### config.mk
export PLATFORM = sky130hd
export DESIGN_NAME = repf_front
export DESIGN_NICKNAME = d
export VERILOG_FILES = /design/src/rtl/repf_pkg.sv /design/src/rtl/repf_front.sv
export SDC_FILE = /design/constraint.sdc
export NUM_CORES = 2
export LEC_CHECK = 0
export BUFFER_PORTS_ARGS = -buffer_cell sky130_fd_sc_hd__buf_2
export CAP_MARGIN = 20
export CORE_ASPECT_RATIO = 0.8
export CORE_MARGIN = 3
export CORE_UTILIZATION = 60
export CTS_CLUSTER_DIAMETER = 60
export DETAILED_ROUTE_END_ITERATION = 7
export GPL_ROUTABILITY_DRIVEN = 0
export PLACE_DENSITY_LB_ADDON = 0.12
export SYNTH_ARGS = -nofsm -noshare
export SYNTH_HDL_FRONTEND = slang
export SYNTH_SLANG_ARGS = --single-unit
### constraint.sdc
create_clock -name aclk -period 25.7 [get_ports aclk]
set_input_delay 0 -clock aclk [delete_from_list [all_inputs] [get_ports aclk]]
set_output_delay 0 -clock aclk [all_outputs]
set_load 0.02 [all_outputs]
### src/rtl/repf_pkg.sv
// Shared types, constants and lookup functions of the radial edge point finder.
package repf_pkg;

    localparam int GRAY_W = 16;
    localparam int COL_W = 12;
    localparam int GRAD_W = 19;
    localparam int CVEC_W = 15;
    localparam int DIM_W = 13;
    localparam int SCORE_W = 16;
    localparam int U_W = 13;
    localparam int SQ_IN_W = 54;
    localparam int SQ_ROOT_W = 27;
    localparam int SQ_CNT_W = 5;
    localparam int QUEUE_DEPTH = 4;
    localparam int QPTR_W = 2;
    localparam int IN_DATA_W = 96;
    localparam int OUT_DATA_W = 40;

    localparam logic [1:0] CFG_FRAME_WIDTH = 2'd0;
    localparam logic [1:0] CFG_FRAME_HEIGHT = 2'd1;
    localparam logic [1:0] CFG_MIN_CONFIDENCE = 2'd2;
    localparam logic [1:0] CFG_BORDER_DISCARD = 2'd3;

    typedef struct packed {
        logic [DIM_W-1:0]   frame_width;
        logic [DIM_W-1:0]   frame_height;
        logic [SCORE_W-1:0] min_confidence;
        logic [7:0]         border_discard;
    } cfg_t;

    typedef struct packed {
        logic                     scan_start;
        logic                     scan_end;
        logic                     scan_side;
        logic                     scored;
        logic [COL_W-1:0]         row_y;
        logic [COL_W-1:0]         col_x;
        logic signed [GRAD_W-1:0] grad_x;
        logic signed [GRAD_W-1:0] grad_y;
        logic signed [CVEC_W-1:0] ctr_x;
        logic signed [CVEC_W-1:0] ctr_y;
        logic [GRAY_W-1:0]        mid_gray;
    } job_t;

    function automatic logic [GRAY_W-1:0] gray_of(input logic [23:0] rgb);
        logic [24:0] sum;
        sum = 25'(rgb[7:0]) * 25'd13933 + 25'(rgb[15:8]) * 25'd46871
            + 25'(rgb[23:16]) * 25'd4732 + 25'd128;
        return sum[23:8];
    endfunction

    function automatic logic [15:0] tanh_entry(input logic [4:0] i);
        logic [15:0] v;
        case (i)
            5'd0: v = 16'd0;
            5'd1: v = 16'd16051;
            5'd2: v = 16'd30285;
            5'd3: v = 16'd41625;
            5'd4: v = 16'd49912;
            5'd5: v = 16'd55593;
            5'd6: v = 16'd59320;
            5'd7: v = 16'd61694;
            5'd8: v = 16'd63179;
            5'd9: v = 16'd64096;
            5'd10: v = 16'd64659;
            5'd11: v = 16'd65002;
            5'd12: v = 16'd65212;
            5'd13: v = 16'd65339;
            5'd14: v = 16'd65417;
            5'd15: v = 16'd65463;
            default: v = 16'd65492;
        endcase
        return v;
    endfunction

    function automatic logic [13:0] asin_entry(input logic [4:0] i);
        logic [13:0] v;
        case (i)
            5'd0: v = 14'd0;
            5'd1: v = 14'd358;
            5'd2: v = 14'd718;
            5'd3: v = 14'd1081;
            5'd4: v = 14'd1448;
            5'd5: v = 14'd1821;
            5'd6: v = 14'd2202;
            5'd7: v = 14'd2594;
            5'd8: v = 14'd3000;
            5'd9: v = 14'd3423;
            5'd10: v = 14'd3868;
            5'd11: v = 14'd4343;
            5'd12: v = 14'd4859;
            5'd13: v = 14'd5434;
            5'd14: v = 14'd6104;
            5'd15: v = 14'd6964;
            default: v = 14'd9000;
        endcase
        return v;
    endfunction

    function automatic logic [15:0] tanh_q16(input logic [U_W-1:0] u);
        logic [4:0]  i;
        logic [15:0] lo;
        logic [15:0] hi;
        logic [21:0] prod;
        logic [15:0] res;
        i = {1'b0, u[11:8]};
        lo = tanh_entry(i);
        hi = tanh_entry(i + 5'd1);
        prod = 22'(hi - lo) * 22'(u[7:0]) + 22'd128;
        if (u[12]) begin
            res = tanh_entry(5'd16);
        end else begin
            res = lo + 16'(prod >> 8);
        end
        return res;
    endfunction

    function automatic logic [15:0] one_minus(input logic [15:0] t);
        logic [15:0] res;
        if (t == 16'd0) begin
            res = 16'hFFFF;
        end else begin
            res = 16'd0 - t;
        end
        return res;
    endfunction

endpackage

### src/rtl/repf_front.sv
// Front part: accepts pixel columns, converts them to gray and forms the scoring job.
module repf_front import repf_pkg::*; (
    input  logic                 aclk,
    input  logic                 aresetn,
    input  cfg_t                 cfg,
    input  logic                 s_tvalid,
    output logic                 s_tready,
    input  logic [IN_DATA_W-1:0] s_tdata,  // col_x, row_y, top_rgb, mid_rgb, bot_rgb
    input  logic [1:0]           s_tuser,  // scan_side, scan_start
    input  logic                 s_tlast,
    input  logic                 q_full,
    output logic                 push,
    output job_t                 push_job
);

    logic [GRAY_W-1:0] g0_reg [3];
    logic [GRAY_W-1:0] g1_reg [3];
    logic [1:0]        seen_reg;
    logic [COL_W-1:0]  centre_reg;

    logic [GRAY_W-1:0] cur [3];
    logic [GRAY_W-1:0] lft [3];
    logic [GRAY_W-1:0] rgt [3];
    logic [1:0]        seen_eff;
    logic [GRAD_W-1:0] sum_l;
    logic [GRAD_W-1:0] sum_r;
    logic [GRAD_W-1:0] sum_t;
    logic [GRAD_W-1:0] sum_b;
    logic              side;
    logic              start;

    assign side = s_tuser[0];
    assign start = s_tuser[1];
    assign s_tready = !q_full;
    assign push = s_tvalid && !q_full;

    always_comb begin
        cur[0] = gray_of(s_tdata[47:24]);
        cur[1] = gray_of(s_tdata[71:48]);
        cur[2] = gray_of(s_tdata[95:72]);
        for (int k = 0; k < 3; k++) begin
            lft[k] = side ? cur[k] : g1_reg[k];
            rgt[k] = side ? g1_reg[k] : cur[k];
        end
        seen_eff = start ? 2'd0 : seen_reg;
        sum_l = {3'b0, lft[0]} + {2'b0, lft[1], 1'b0} + {3'b0, lft[2]};
        sum_r = {3'b0, rgt[0]} + {2'b0, rgt[1], 1'b0} + {3'b0, rgt[2]};
        sum_t = {3'b0, lft[0]} + {2'b0, g0_reg[0], 1'b0} + {3'b0, rgt[0]};
        sum_b = {3'b0, lft[2]} + {2'b0, g0_reg[2], 1'b0} + {3'b0, rgt[2]};

        push_job.scan_start = start;
        push_job.scan_end = s_tlast;
        push_job.scan_side = side;
        push_job.scored = seen_eff == 2'd2;
        push_job.row_y = s_tdata[23:12];
        push_job.col_x = centre_reg;
        push_job.grad_x = $signed(sum_r - sum_l);
        push_job.grad_y = $signed(sum_b - sum_t);
        push_job.ctr_x = $signed({2'b0, cfg.frame_width} - {2'b0, centre_reg, 1'b0});
        push_job.ctr_y = $signed({2'b0, cfg.frame_height} - {2'b0, s_tdata[23:12], 1'b0});
        push_job.mid_gray = g0_reg[1];
    end

    always_ff @(posedge aclk) begin
        if (!aresetn) begin
            seen_reg <= 2'd0;
            centre_reg <= '0;
            for (int k = 0; k < 3; k++) begin
                g0_reg[k] <= '0;
                g1_reg[k] <= '0;
            end
        end else if (push) begin
            for (int k = 0; k < 3; k++) begin
                g1_reg[k] <= g0_reg[k];
                g0_reg[k] <= cur[k];
            end
            centre_reg <= s_tdata[11:0];
            seen_reg <= (seen_eff == 2'd2) ? 2'd2 : seen_eff + 2'd1;
        end
    end

endmodule

After elaboration in Yosys (flattened, before gate mapping)

Memories as Yosys holds them, arrays and structs flattened.
Index checks and enable logic that the tools add are counted.

Output and inout bits: 114
Memories: 2
Bits in registers: 14
Input bits: 153
Bits in writable memories: 96

Eq/ne operators: 1
Reductions and logical operators: 2
$mul: 9
Muxes and demuxes: 18
$add $sub $neg: 22
Bitwise operators: 6

Memories:

| memory | words | width | rd ports | clocked after Yosys merged registers in | write ports | RTL line         | RTL |
|---|---|---|---|---|---|---|---|
| g0_reg | 3     | 16    | 3        | 0                                       | 3           | repf_front.sv:16 | `logic [GRAY_W-1:0] g0_reg [3];` |
| g1_reg | 3     | 16    | 3        | 0                                       | 3           | repf_front.sv:17 | `logic [GRAY_W-1:0] g1_reg [3];` |

Operators by type and width:

| kind                                                                  | number |
|---|---|
| 16-bit 2-to-1 mux                                                     | 12 |
| 18-bit by 16-bit adder with 19-bit output                             | 4 |
| 16-bit by 17-bit adder with 18-bit output                             | 4 |
| 22-bit by 24-bit adder with 24-bit output                             | 3 |
| 24-bit by 21-bit adder with 24-bit output                             | 3 |
| 24-bit by 8-bit adder with 24-bit output (second input constant)      | 3 |
| 8-bit by 16-bit multiplier with 24-bit output (second input constant) | 3 |
| 8-bit by 14-bit multiplier with 22-bit output (second input constant) | 3 |
| 8-bit by 11-bit multiplier with 19-bit output (second input constant) | 3 |
| 19-bit subtractor                                                     | 2 |
| 13-bit by 13-bit subtractor with 14-bit output                        | 2 |
| 1-bit bitwise OR                                                      | 6 |
| 1-bit 2-to-1 mux                                                      | 4 |
| 2-bit 2-to-1 mux                                                      | 2 |
| 2-bit by 1-bit adder with 2-bit output (second input constant)        | 1 |
| 2-bit == test (second input constant)                                 | 1 |
| 1-bit logical AND                                                     | 1 |
| 1-bit logical NOT                                                     | 1 |

Depth between registers and ports, before layout

Depth after elaboration: 8
Mapped depth: 47
Mapped depth without buffers: 47

Worst setup path after synthesis

OpenSTA, ideal clock, no wires.

Path kind: input to output
Start: input port s_tdata[42]
End: output port push_job[82] (netlist name)
Path slack: 14,915 ps
Stages: 45
Required time: 25,700 ps
Arrival time: 10,785 ps
Cells stage by stage: inv_1 -> fa_1 -> inv_1 -> ha_1 -> fa_1 -> inv_1 -> fa_1 -> inv_1 -> ha_1 -> and2_1 -> a311oi_1 -> a21oi_1 -> a21oi_1 -> xnor2_1 -> ha_1 -> inv_1 -> fa_1 -> inv_1 -> [9 not listed] -> or3_4 -> o211ai_2 -> a21boi_2 -> or3_4 -> a31o_1 -> fa_1 -> inv_1 -> fa_1 -> fa_1 -> inv_1 -> ha_1 -> a21o_1 -> a21oi_1 -> nand2_1 -> or3_1 -> a31o_2 -> a21oi_1 -> xnor2_1

RTL lines:

| element         | RTL line         | RTL |
|---|---|---|
| start, declared | repf_front.sv:8  | `input logic [IN_DATA_W-1:0] s_tdata,` |
| end, declared   | repf_front.sv:13 | `output job_t push_job` |

==> metrics.md <==
| Metric | Value |
|---|---|
| Outcome | `completed` |
| Layout Nets | `4566` |
| Worst Setup SP | `s_tdata[42]` |
| DRT iter0 DRCs | `1225` |
| Mean Syn Cell Area | `9.65 µm²` |
| Crit path capture type | `output port` |
| CTS HTree Levels | `3` |
| Vias in the first global route | `23064` |
| Fin crit period | `12.10 ns` |
| Ports | `267` |
| Routed vias | `21592` |
| Met3 usage | `0.0501` |
| Distinct cells, synth | `80` |
| Die span in y | `208 µm` |
| Worst Setup EP | `push_job[82]` |
| First drt pass iteration count | `7` |
| CP arrival | `12.10 ns` |
| RSZ-0062 raised after global routing | `no` |
| Reg2Reg Launch Point | `seen_reg[0]` |
| Met1 Track Usage GR | `0.396` |
| Setup slack, reg-to-reg | `24.70 ns` |
| Setup Crit Path Kind | `in2out` |
| Critical path's largest stage delay | `0.54 ns` |
| Avg Vias per Cell | `5.35` |
| Final clock skew | `0.00576 ns` |
| WL per Instance | `17.5 µm` |
| Slew @ Worst Pin | `0.869 ns` |
| Syn Inst Count | `3157` |
| Startpoint Class | `primary input` |
| Initial antenna violation count | `4` |
| Root Driver | `clkbuf_16` |
| Final hold viol count | `0` |
| Ys async rst share | `0` |
| Syn Nets | `4373` |
| Clock Sinks | `110` |
| Upper clock frequency limit | `82.6 MHz` |
| Flop and latch count out of synthesis | `110` |
| First-pass GRT wire length | `117 mm` |
| Worst EP required | `25.70 ns` |
| Hold Path Class | `in2out` |
| Buffer count from post-CTS setup fixing | `0` |
| CTS tree | `built` |
| DRC | `0` |
| Area Growth Syn to Fin | `6.87%` |
| Post-placement cell area | `32200 µm²` |
| Cell area after layout | `32600 µm²` |
| Crit Path Max Fanout | `4` |
| Sequential fraction of the synthesis area | `0.104` |
| IO Port Bufs | `236` |
| Tcrit/Tclk final | `0.471` |
| Clk buf depth | `2` |
| Overall Global Routing Usage | `0.274` |
| R2R depth | `4` |
| Initial Util | `0.610` |
| CTS Buf Count | `9` |
| Die width | `258 µm` |
| Synth Cell Area | `30500 µm²` |
| Final ANT Viol Nets | `0` |
| FILL cells | `4147` |
| Max-capacitance violation count | `0` |
| Worst-path cell with the longest stage delay | `fa_1` |
| Resize count post-CTS | `0` |
| Final Setup Violations | `0` |
| Clock Latency Late Sink | `0.38 ns` |
| Met2 Use GR | `0.443` |
| Ratio of cells with drive above 1 in the final layout | `0.0912` |
| YS warnings | `0` |
| Post-DP HPWL | `61.7 mm` |
| FP Rows | `73` |
| Largest net degree at the start of global routing | `74` |
| Ys flop type | `edfxtp_1` |
| Final Util | `0.652` |
| Post-synth EDFFs | `96` |
| R2R Path End | `seen_reg[1]` |
| Grt ovf | `0` |
| Total Routed Length | `70.6 mm` |
| GRT busiest layer | `met2` |
| Core area | `50000 µm²` |
| Relative slew margins | `0.406` |
| Final Max Tran Viols | `0` |
| TNS Setup | `0 ns` |
| Final hold slack | `0.0000294 ns` |
| Die area | `53500 µm²` |
[synthesized netlist by cell type, types with 7 or more instances]
cell type | instances | area, µm²
a21boi_0 | 22 | 165
a21o_1 | 47 | 353
a21oi_1 | 82 | 410
a31o_2 | 8 | 70.1
a31oi_1 | 9 | 56.3
and2_1 | 25 | 156
and3_1 | 50 | 313
buf_4 | 35 | 263
clkbuf_1 | 35 | 131
dfxtp_1 | 14 | 280
edfxtp_1 | 96 | 2880
fa_1 | 540 | 10800
ha_1 | 523 | 6540
inv_1 | 928 | 3480
mux2_2 | 11 | 124
mux2i_1 | 17 | 170
nand2_1 | 135 | 507
nand2b_1 | 11 | 68.8
nand3_1 | 20 | 100
nand4_1 | 9 | 56.3
nor2_1 | 138 | 518
nor2b_1 | 10 | 62.6
nor3_1 | 36 | 180
o211ai_1 | 7 | 52.6
o21a_1 | 19 | 143
o21ai_0 | 73 | 365
o21bai_1 | 21 | 158
or2_2 | 11 | 68.8
xnor2_1 | 95 | 832
xor2_1 | 42 | 368
[area by class of cell]
class,instances,area [µm²],share of cell area
multi-input combinational,2046,23400,0.719
inverter,929,3490,0.107
sequential,110,3160,0.0971
timing repair buffer,254,1350,0.0414
tap,675,845,0.0259
clock buffer,9,225,0.00692
clock inverter,7,53.8,0.00165
antenna,5,12.5,0.000384
[logic make-up after synthesis]
group,share of synthesized area
buffers and inverters,0.128
muxes,0.00965
xor gates and xnor gates,0.0394
DFF,0.104
adders and majority gates,0.569
AOI/OAI and AO/OA,0.0788
and+or+nand+nor,0.0712
[how the worst min path moves through the flow]
stage	startpoint	endpoint	slack (ns)	cells past startpoint
after floorplan	q_full	s_tready	0.08	1
after global placement	s_tlast	push_job[110]	0.0001	0
after detailed placement	s_tlast	push_job[110]	0.0001	0
after CTS	s_tlast	push_job[110]	0.0001	0
after global routing	cfg[37]	push_job[31]	0.0001	0
final	cfg[24]	push_job[16]	0.00003	0
[worst max-delay path, delay by kind of cell]
family,cells,cell delay [ns]
adders and majority gates,15,6.45
buffers and inverters,12,0.97
xor gates and xnor gates,3,0.76
and+or+nand+nor,4,1.02
AOI/OAI and AO/OA,13,2.86
[layer usage]
layer	up-vias	share of wire
li1	10168	-
met1	10737	0.45
met4	0	0.014
met5	-	0
met3	64	0.070
met2	623	0.47
[cells in the final DEF, fill, tap and decap left out, types with 25 or more instances in the layout]
cell type  instances
fa_1             540
inv_1            927
nor3_1            36
buf_2            235
xor2_1            42
edfxtp_1          96
nand2_1          133
a21o_1            47
xnor2_1           95
a21oi_1           82
nor2_1           138
o21ai_0           73
ha_1             523
and2_1            25
and3_1            50
[timing repair]
| action | 4_1_cts | 5_1_grt |
|---|---|---|
| hold buffers | 12 | 0 |
| hold endpoints to repair | 12 | 0 |
| endpoints found under the setup margin | 0 | 0 |
[stage by stage]
stage,std cells,setup WS [ns]
5_1_grt,4034,12.96
2_1_floorplan,3157,14.92
6_report,4035,13.60
3_3_place_gp,4002,13.82
3_5_place_dp,4002,13.67
4_1_cts,4030,13.64
Power is left out: the tool's default activity adds up to more than one toggle a clock period on the data nets, which glitch-free logic cannot reach.
