===== config.mk =====
export PLATFORM = sky130hd
export DESIGN_NAME = repf_queue
export DESIGN_NICKNAME = d
export VERILOG_FILES = /design/src/rtl/repf_pkg.sv /design/src/rtl/repf_queue.sv
export SDC_FILE = /design/constraint.sdc
export NUM_CORES = 1
export LEC_CHECK = 0
export ABC_AREA = 1
export ABC_CLOCK_PERIOD_IN_PS = 3100
export BUFFER_PORTS_ARGS = -buffer_cell sky130_fd_sc_hd__buf_2
export CAP_MARGIN = 20
export CORE_ASPECT_RATIO = 1.1
export CORE_MARGIN = 5
export CORE_UTILIZATION = 45
export DETAILED_ROUTE_END_ITERATION = 10
export GPL_ROUTABILITY_DRIVEN = 0
export PLACE_DENSITY = 0.74
export SETUP_SLACK_MARGIN = 0.02
export SLEW_MARGIN = 20
export SYNTH_ARGS = -nofsm -noshare
export SYNTH_HDL_FRONTEND = slang
export SYNTH_SLANG_ARGS = --single-unit

===== constraint.sdc =====
create_clock -name aclk -period 3.1 [get_ports aclk]
set_clock_uncertainty 0.05 [all_clocks]
set_input_delay 0.465 -clock aclk [delete_from_list [all_inputs] [get_ports aclk]]
set_output_delay 0.465 -clock aclk [all_outputs]
set_load 0.05 [all_outputs]

===== src/rtl/repf_pkg.sv =====
// Shared types, constants and lookup functions of the radial edge point finder.
package repf_pkg;

    localparam int GRAY_W = 16;
    localparam int COL_W = 12;
    localparam int GRAD_W = 19;
    localparam int CVEC_W = 15;
    localparam int DIM_W = 13;
    localparam int SCORE_W = 16;
    localparam int U_W = 13;
    localparam int SQ_IN_W = 54;
    localparam int SQ_ROOT_W = 27;
    localparam int SQ_CNT_W = 5;
    localparam int QUEUE_DEPTH = 4;
    localparam int QPTR_W = 2;
    localparam int IN_DATA_W = 96;
    localparam int OUT_DATA_W = 40;

    localparam logic [1:0] CFG_FRAME_WIDTH = 2'd0;
    localparam logic [1:0] CFG_FRAME_HEIGHT = 2'd1;
    localparam logic [1:0] CFG_MIN_CONFIDENCE = 2'd2;
    localparam logic [1:0] CFG_BORDER_DISCARD = 2'd3;

    typedef struct packed {
        logic [DIM_W-1:0]   frame_width;
        logic [DIM_W-1:0]   frame_height;
        logic [SCORE_W-1:0] min_confidence;
        logic [7:0]         border_discard;
    } cfg_t;

    typedef struct packed {
        logic                     scan_start;
        logic                     scan_end;
        logic                     scan_side;
        logic                     scored;
        logic [COL_W-1:0]         row_y;
        logic [COL_W-1:0]         col_x;
        logic signed [GRAD_W-1:0] grad_x;
        logic signed [GRAD_W-1:0] grad_y;
        logic signed [CVEC_W-1:0] ctr_x;
        logic signed [CVEC_W-1:0] ctr_y;
        logic [GRAY_W-1:0]        mid_gray;
    } job_t;

    function automatic logic [GRAY_W-1:0] gray_of(input logic [23:0] rgb);
        logic [24:0] sum;
        sum = 25'(rgb[7:0]) * 25'd13933 + 25'(rgb[15:8]) * 25'd46871
            + 25'(rgb[23:16]) * 25'd4732 + 25'd128;
        return sum[23:8];
    endfunction

    function automatic logic [15:0] tanh_entry(input logic [4:0] i);
        logic [15:0] v;
        case (i)
            5'd0: v = 16'd0;
            5'd1: v = 16'd16051;
            5'd2: v = 16'd30285;
            5'd3: v = 16'd41625;
            5'd4: v = 16'd49912;
            5'd5: v = 16'd55593;
            5'd6: v = 16'd59320;
            5'd7: v = 16'd61694;
            5'd8: v = 16'd63179;
            5'd9: v = 16'd64096;
            5'd10: v = 16'd64659;
            5'd11: v = 16'd65002;
            5'd12: v = 16'd65212;
            5'd13: v = 16'd65339;
            5'd14: v = 16'd65417;
            5'd15: v = 16'd65463;
            default: v = 16'd65492;
        endcase
        return v;
    endfunction

    function automatic logic [13:0] asin_entry(input logic [4:0] i);
        logic [13:0] v;
        case (i)
            5'd0: v = 14'd0;
            5'd1: v = 14'd358;
            5'd2: v = 14'd718;
            5'd3: v = 14'd1081;
            5'd4: v = 14'd1448;
            5'd5: v = 14'd1821;
            5'd6: v = 14'd2202;
            5'd7: v = 14'd2594;
            5'd8: v = 14'd3000;
            5'd9: v = 14'd3423;
            5'd10: v = 14'd3868;
            5'd11: v = 14'd4343;
            5'd12: v = 14'd4859;
            5'd13: v = 14'd5434;
            5'd14: v = 14'd6104;
            5'd15: v = 14'd6964;
            default: v = 14'd9000;
        endcase
        return v;
    endfunction

    function automatic logic [15:0] tanh_q16(input logic [U_W-1:0] u);
        logic [4:0]  i;
        logic [15:0] lo;
        logic [15:0] hi;
        logic [21:0] prod;
        logic [15:0] res;
        i = {1'b0, u[11:8]};
        lo = tanh_entry(i);
        hi = tanh_entry(i + 5'd1);
        prod = 22'(hi - lo) * 22'(u[7:0]) + 22'd128;
        if (u[12]) begin
            res = tanh_entry(5'd16);
        end else begin
            res = lo + 16'(prod >> 8);
        end
        return res;
    endfunction

    function automatic logic [15:0] one_minus(input logic [15:0] t);
        logic [15:0] res;
        if (t == 16'd0) begin
            res = 16'hFFFF;
        end else begin
            res = 16'd0 - t;
        end
        return res;
    endfunction

endpackage


===== src/rtl/repf_queue.sv =====
// Short job queue between the front part and the scoring back part.
module repf_queue import repf_pkg::*; (
    input  logic aclk,
    input  logic aresetn,
    input  logic push,
    input  job_t push_job,
    input  logic pop,
    output job_t head,
    output logic full,
    output logic empty
);

    job_t              slot_reg [QUEUE_DEPTH];
    logic [QPTR_W-1:0] wr_reg;
    logic [QPTR_W-1:0] rd_reg;
    logic [QPTR_W:0]   count_reg;

    assign full = count_reg == (QPTR_W+1)'(QUEUE_DEPTH);
    assign empty = count_reg == '0;
    assign head = slot_reg[rd_reg];

    always_ff @(posedge aclk) begin
        if (push) begin
            slot_reg[wr_reg] <= push_job;
        end
    end

    always_ff @(posedge aclk) begin
        if (!aresetn) begin
            wr_reg <= '0;
            rd_reg <= '0;
            count_reg <= '0;
        end else begin
            if (push) begin
                wr_reg <= wr_reg + 1'b1;
            end
            if (pop) begin
                rd_reg <= rd_reg + 1'b1;
            end
            if (push && !pop) begin
                count_reg <= count_reg + 1'b1;
            end else if (pop && !push) begin
                count_reg <= count_reg - 1'b1;
            end
        end
    end

endmodule


# Word-level counts from Yosys, hierarchy flattened
# Memory sizes are Yosys's and may differ from the RTL's. A register that Yosys moved wholly into a read port is not among the register bits.
# Index checks and enable logic that the tools add are counted.
[classes]
addsub = 4
mul = 0
div_mod_pow = 0
n_lt_le_gt_ge = 0
n_eq_ne = 1
n_shift = 0
muxes = 6
bitwise = 0
reduce_logical = 6
[op_table]
columns = ["operator", "count"]
rows = [
  ["$mux 3", 2],
  ["$add 2x1->2 const B", 2],
  ["$mux 2", 2],
  ["$add 3x1->3 const B", 1],
  ["$eq 3x3->1 const B", 1],
  ["$logic_not 3->1", 1],
  ["$sub 3x1->3 const B", 1],
  ["$logic_and 1x1->1", 2],
  ["$logic_not 1->1", 2],
  ["$mux 1", 2],
  ["$reduce_bool 2->1", 1],
]
[totals]
reg_bits = 7
latch_bits = 0
ram_bits = 448
rom_bits = 0
in_bits = 116
out_inout_bits = 114
elab_cells = 21
memories = 1
[mem_list]
columns = ["memory", "depth", "word_bits", "read_ports", "rd_clocked_by_memory_dff", "write_ports", "line", "text"]
rows = [
  ["slot_reg", 4, 112, 1, 1, 1, "repf_queue.sv:13", "job_t slot_reg [QUEUE_DEPTH];"],
]

# Depth between registers and ports, before layout
# Gate-level depths: netlist of the first run.
[depth]
depth_word = 4
mapped_depth = 10
mapped_depth_nobuf = 10

# Least setup slack after synthesis of the first run
# No wires, ideal clock.
[synth_timing]
path_type = "register to register"
start = "register wr_reg[0]"
end = "memory slot_reg[2][0] (netlist bit) (enable)"
setup_time_ps = 465
t_arrival_ps = 2748
required_ps = 2585
setup_slack_ps = -164
path_stages_with_launch = 5
n_path_buf = 0
period_less_slack_ps = 3264
path_cell_list = "dfxtp_1 > inv_1 > ha_1 > nand2_1 > inv_1"
[synth_rtl]
columns = ["item", "line", "text"]
rows = [
  ["start, declared", "repf_queue.sv:14", "logic [QPTR_W-1:0] wr_reg;"],
  ["start signal, assigned", "repf_queue.sv:35", "wr_reg <= wr_reg + 1'b1;"],
  ["end, declared", "repf_queue.sv:13", ""],
]
# Straight into the memory's write port.

==> impl_results.md, run 1 <==
- Status: completed
- Req. time, crit path: 2.58 ns
- Gate Count Post-Synth: ~1100
- Clk_lat worst skew: 0.53 ns
- Routed Antenna Nets: 0
- Worst IR Drop VDD: between 0.4 and 0.5 mV
- GR Overflow Total: 0
- Max clock buf depth: 3
- Critical Path Stages: 5
- Final Routed Wirelength: ~36000 um
- Via count of the first global-routing pass: 10248
- Int Pwr: roughly 0.011 W
- Comb power frac: 0.128
- Avg Cell Area, Syn: 14.9 um^2
- DRT Pass-1 Iters: 6
- CP arrival: approximately 2.4 ns
- Commonest non-fill, non-tap cells in the layout: 448 x edfxtp_1, 229 x nor2_1, 229 x buf_2
- Hold path startpoint: push_job[88]
- Vias per cell: between 5 and 6
- Largest net degree at the start of global routing: 113
- Worst r2r src: wr_reg[0]
- HPWL after DPL: 21200 um
- Design area: about 20000 um^2
- R2R Setup Slk: 1.15 ns
- Hold_buf cts: 0
- Antenna violations before repair: 7
- Sequential cell area fraction in the yosys report: 0.800
- Final setup TNS: 0 ns
- Pins over their slew limit: 0
- Clock power frac: 0.377
- Num CTS Buffers: 44
- CP Cell Sequence: clkinv_2 > buf_12 > o21ai_0 > o22ai_1 > buf_2
- Met2 Wirelength: about 18000 um
- Clock Pin Slew Worst Setup and Hold Paths: ~0.06 ns
- Sw Pwr: approximately 0.0037 W
- YS warnings: 0
- CP top delay family: buffers and inverters
- Critical path capture point: head[12]
- Root buf cell: clkbuf_16
- Slowest stage delay, CP: around 0.56 ns
- All-layer global routing usage: 0.168
- CTS sink count: between 400 and 500
- CP Launch Type: flop
- CP bufs+invs: 3
- Total Nets Final: around 1500
- WL met1: 15100 um
- CP endpoint kind: primary output
- Max Clk Rate: approximately 340 MHz
- Core area: 37300 um^2
- Place WS: 0.741 ns
- RSZ-0062 raised after global routing: yes
- Buffers on Ports: approximately 230
- Initial cell density of the core: 0.457
- Final Hold Viols: 0
- Setup ws final: ~0.18 ns
- Post-CTS sizing: 0
- Hold Crit Class: in -> reg
- Die X: around 200 um
- Die area: 41900 um^2
- Worst path slowest cell: dfxtp_4
- Seq pwr share: 0.494
- FF-to-FF End: slot_reg[3][5]
- Area contributors post-synth: edfxtp_1 79%, o21ai_0 5.3%, nor2_1 5.0%
- Largest register FFs: 448
- Synth top area share: 0.789
- Post-CTS Setup Inserts: 0
- CTS HTree Levels: 2
- Rows: 74
- Tightest Pin Transition: approximately 0.92 ns
- CP max FO: between 50 and 60
- Final min period: approximately 2.9 ns
- Seq cells post-synth: 457
- Placement-stage cell area: between 15000 and 20000 um^2
- Max_slew headroom: 0.384
- Final Setup Violations: 0
- Cell Pwr Density: ~720 nW/um^2
- Final period utilization: 0.942
- Crit path kind: reg -> out
- Max-Cap Viols: 0
- R2R depth: 4
- Drt wl/cell: 19.3 um
- Layout cells sized above 1: 0.232
- DRC: 0
- Total power: ~0.014 W
- TritonCTS clock tree: done
- First-pass GRT wire length: about 56000 um
- Uppermost layer routed: met5
- IO Pins: between 200 and 250
- Drt first-iter violations: 724
- Lkg Pwr: between 6 and 7 nW
- Layout area overhead: 18.1%
- Net count after synthesis: roughly 1300
- Mapped Area: between 15000 and 20000 um^2
- Net Sw Frac: 0.253
- Routed vias: about 10000
- Met3 Routed Length: ~2800 um
- Leading cell type in the layout, fill and taps excluded: edfxtp_1
- Area leader, netlist: edfxtp_1
- Netlist cell types: 23
- Die span in y: 214 um
==> routing by layer <==
metal	GRT usage	vias to the layer above
met1	0.223	5075
met3	0.0410	64
li1	-	4758
met4	0.0449	8
met2	0.280	366
met5	0	-
==> through the flow <==
step	instances	util	hold WS (ns)
global route	1889	0.539	0.0574
CTS	1887	0.539	0.0532
detailed placement	1812	0.499	0.377
global placement	1812	0.499	0.367
finish	1890	0.539	0.0873
floorplan	1141	-	0.362
==> cells by family after synthesis <==
logic type | after synthesis | share of synthesized area
AO/OA/AOI/OAI | 346 | 0.110
adder cells (fa/ha/maj) | 6 | 0.00485
buffers and inverters | 90 | 0.0316
flip-flops | 457 | 0.800
AND/OR/NAND/NOR | 242 | 0.0537
==> final cells by class <==
cell class                      count  area, um^2
Antenna cell                        3        7.51
Clock buffer                       50        1140
Sequential cell                   457       13600
Multi-Input combinational cell    594        2870
Timing Repair Buffer              250        1410
Tap cell                          494         618
Inverter                           17        87.6
Fill cell                        2929       17200
Clock inverter                     25         339
==> power by group through the flow <==
stage / clock, W / combinational, W / sequential [W]
final: 0.00545 / 0.00185 / 0.00714
after global routing: 0.00583 / 0.00198 / 0.00715
after CTS: 0.00555 / 0.00187 / 0.00714
after detailed placement: 0 / 0.00187 / 0.00727
after global placement: 0 / 0.00184 / 0.00726
after floorplan: 0 / 0.00133 / 0.00725
==> cell usage after synthesis <==
master      n
buf_4       2
dfxtp_1     9
fa_1        1
nor2_1    229
buf_12      1
buf_8       2
inv_2       1
a21oi_1     4
inv_1      15
nand2_1     9
nand3_1     1
buf_6      18
nand4_1     1
o21ai_1    50
edfxtp_1  448
o21ai_0   180
buf_2       8
o22ai_1   112
clkbuf_1   40
inv_8       1
ha_1        5
clkbuf_2    2
nor3_1      2
==> worst min-delay path by stage <==
stage | cells after the start | end | slack, ns
after floorplan | 1 | flop | 0.36
after global placement | 1 | flop | 0.37
after detailed placement | 1 | flop | 0.38
after CTS | 1 | slot_reg[3][51] | 0.05
after global routing | 1 | slot_reg[2][30] | 0.06
final | 1 | slot_reg[1][88] | 0.09
==> worst reg2reg max path, stage by stage, from the launching register on <==
cell        delay (ns)
dfxtp_1           0.35
ha_1              0.16
nand2_1           0.08
clkinvlp_4        0.34
buf_4             0.58
No activity file was read; power rests on OpenSTA's default activity.
==> inputs of run 2 (changes only) <==
MAX_ROUTING_LAYER = met4   (was not set)
PLACE_DENSITY = 0.67   (was 0.74)
SLEW_MARGIN = 25   (was 20)
==> run 2 against run 1 <==
Register-to-register slack better by 0.16 ns. Global-route usage is 0.42 points higher. Via count is 1.9% lower. Total power is 3.5% lower. Critical endpoint is now head[14]. Utilization is 0.31 points lower. Combinational power hardly changed. Largest power group unchanged. Clock-buffer cell count is 2 higher. Critical path depth stayed put. Flip-flop and latch count stayed put.
==> impl_results.md, run 2 (same netlist as run 1, synthesis figures left out) <==
- Max_slew headroom: 0.540 (+0.156)
- DRC: 0 (unchanged)
- Max clock buf depth: 3 (unchanged)
- IO Pins: 230 (unchanged)
- Drt wl/cell: 19.0 um (-1.4%)
- Req. time, crit path: 2.58 ns (about the same)
- All-layer global routing usage: 0.172 (+0.00417)
- Post-CTS Setup Inserts: 0 (unchanged)
- Via count of the first global-routing pass: 9975 (-2.7%)
- CP arrival: 2.29 ns (-0.11 ns)
- GR Overflow Total: 0 (unchanged)
- Max-Cap Viols: 0 (unchanged)
- CP endpoint kind: primary output
- Status: completed
- Leading cell type in the layout, fill and taps excluded: edfxtp_1
- DRT Pass-1 Iters: 4 (-2)
- RSZ-0062 raised after global routing: no
- Num CTS Buffers: 44 (unchanged)
- Hold_buf cts: 0 (unchanged)
- Worst IR Drop VDD: 0.549 mV (+12%)
- Max Clk Rate: 357 MHz (+4.1%)
- Comb power frac: 0.133 (+0.005)
- Tightest Pin Transition: 0.689 ns (-0.234 ns)
- Routed vias: 10079 (-1.9%)
- First-pass GRT wire length: 55900 um (-0.81%)
- Hold Crit Class: in -> reg
- Rows: 74 (unchanged)
- Clock power frac: 0.355 (-0.022)
- CP max FO: 81 (+45%)
- Place WS: 0.881 ns (+0.140 ns)
- Routed Antenna Nets: 0 (unchanged)
- Buffers on Ports: 229 (unchanged)
- Cell Pwr Density: 696 nW/um^2 (-3.0%)
- Antenna violations before repair: 8 (+1)
- Layout area overhead: 17.4%
- Root buf cell: clkbuf_16
- Clock Pin Slew Worst Setup and Hold Paths: 0.06 ns (about the same)
- Die area: 41900 um^2 (unchanged)
- Final setup TNS: 0 ns (unchanged)
- Initial cell density of the core: 0.457 (unchanged)
- Vias per cell: 5.29 (-2.6%)
- Crit path kind: reg -> out
- Lkg Pwr: 6.93 nW (-0.60%)
- Int Pwr: 0.0103 W (-4.6%)
- Die X: 196 um (unchanged)
- CP Launch Type: flop
- Largest register FFs: 448 (unchanged)
- Final min period: 2.80 ns (-0.115 ns)
- Sw Pwr: 0.00364 W (-0.41%)
- Die span in y: 214 um (unchanged)
- Commonest non-fill, non-tap cells in the layout: 448 x edfxtp_1, 229 x nor2_1, 229 x buf_2
- Post-CTS sizing: 0 (unchanged)
- Fill count: 3011 (+2.8%)
- CTS sink count: 457 (unchanged)
- Core area: 37300 um^2 (unchanged)
- Final Routed Wirelength: 36300 um (-0.64%)
- Seq pwr share: 0.512 (+0.018)
- Total Nets Final: 1491 (+0.34%)
- Drt first-iter violations: 692 (-4.4%)
- Final period utilization: 0.905 (-0.0371)
- Setup ws final: 0.296 ns (+0.115 ns)
- TritonCTS clock tree: done
- Layout cells sized above 1: 0.232 (about the same)
- Clk_lat worst skew: 0.54 ns (about the same)
- Net Sw Frac: 0.261 (+0.00822)
- Largest net degree at the start of global routing: 111 (-1.8%)
- HPWL after DPL: 20500 um (-3.3%)
- Fin Hold WS: 0.0806 ns (-0.00678 ns)
- CTS HTree Levels: 2 (unchanged)
- Pins over their slew limit: 0 (unchanged)
- Final Hold Viols: 0 (unchanged)
- Final Setup Violations: 0 (unchanged)
==> run 2: through the flow <==
| stage | utilization | total power [W] | area, um^2 | instances |
|---|---|---|---|---|
| 2_1_floorplan | - | 0.00858 | 17100 | 1141 |
| 3_3_place_gp | 0.500 | 0.00910 | 18600 | 1817 |
| 3_5_place_dp | 0.500 | 0.00913 | 18600 | 1817 |
| 6_report | 0.536 | 0.0139 | 20000 | 1905 |
| 5_1_grt | 0.536 | 0.0145 | 20000 | 1905 |
| 4_1_cts | 0.536 | 0.0141 | 20000 | 1897 |
==> run 2: power by group through the flow <==
stage               registers [W]  clock network, W  logic, W
global route              0.00714           0.00538   0.00198
floorplan                 0.00725                 0   0.00133
detailed placement        0.00726                 0   0.00187
CTS                       0.00713           0.00508   0.00188
global placement          0.00725                 0   0.00185
finish                    0.00713           0.00495   0.00185
==> run 2: worst max-delay path: stages (launching register included) <==
cell and delay (ns):
dfxtp_4 0.38, inv_8 0.37, buf_12 0.30, o21ai_0 0.13
o22ai_1 0.19, buf_2 0.31
==> run 2: worst paths after layout <==
kind / from / endpoint / slack [ns] / cells past startpoint
setup / recovery: flop / head[14] / 0.30 / 5
hold / removal: push_job[99] / slot_reg[3][99] / 0.08 / 1
setup reg to reg: wr_reg[0] / slot_reg[0][35] / 1.31 / 5
hold reg to reg: rd_reg[1] / flop / 0.43 / 1
==> run 2: layout make-up <==
class / instances / area [um^2] / area share
Sequential cell: 457 / 13600 / 0.682
Multi-Input combinational cell: 594 / 2870 / 0.143
Timing Repair Buffer: 255 / 1430 / 0.0714
Clock buffer: 52 / 1150 / 0.0576
Tap cell: 494 / 618 / 0.0309
Clock inverter: 28 / 186 / 0.00932
Inverter: 17 / 87.6 / 0.00438
Antenna cell: 8 / 20.0 / 0.00100
==> run 2: layer usage <==
metal  up-vias  GRT usage  routed length (um)
li1       4778          -                   -
met5         -          -                   0
met1      4999      0.221               15400
met4         0     0.0391                 655
met2       255      0.279               17700
met3        47     0.0451                2570
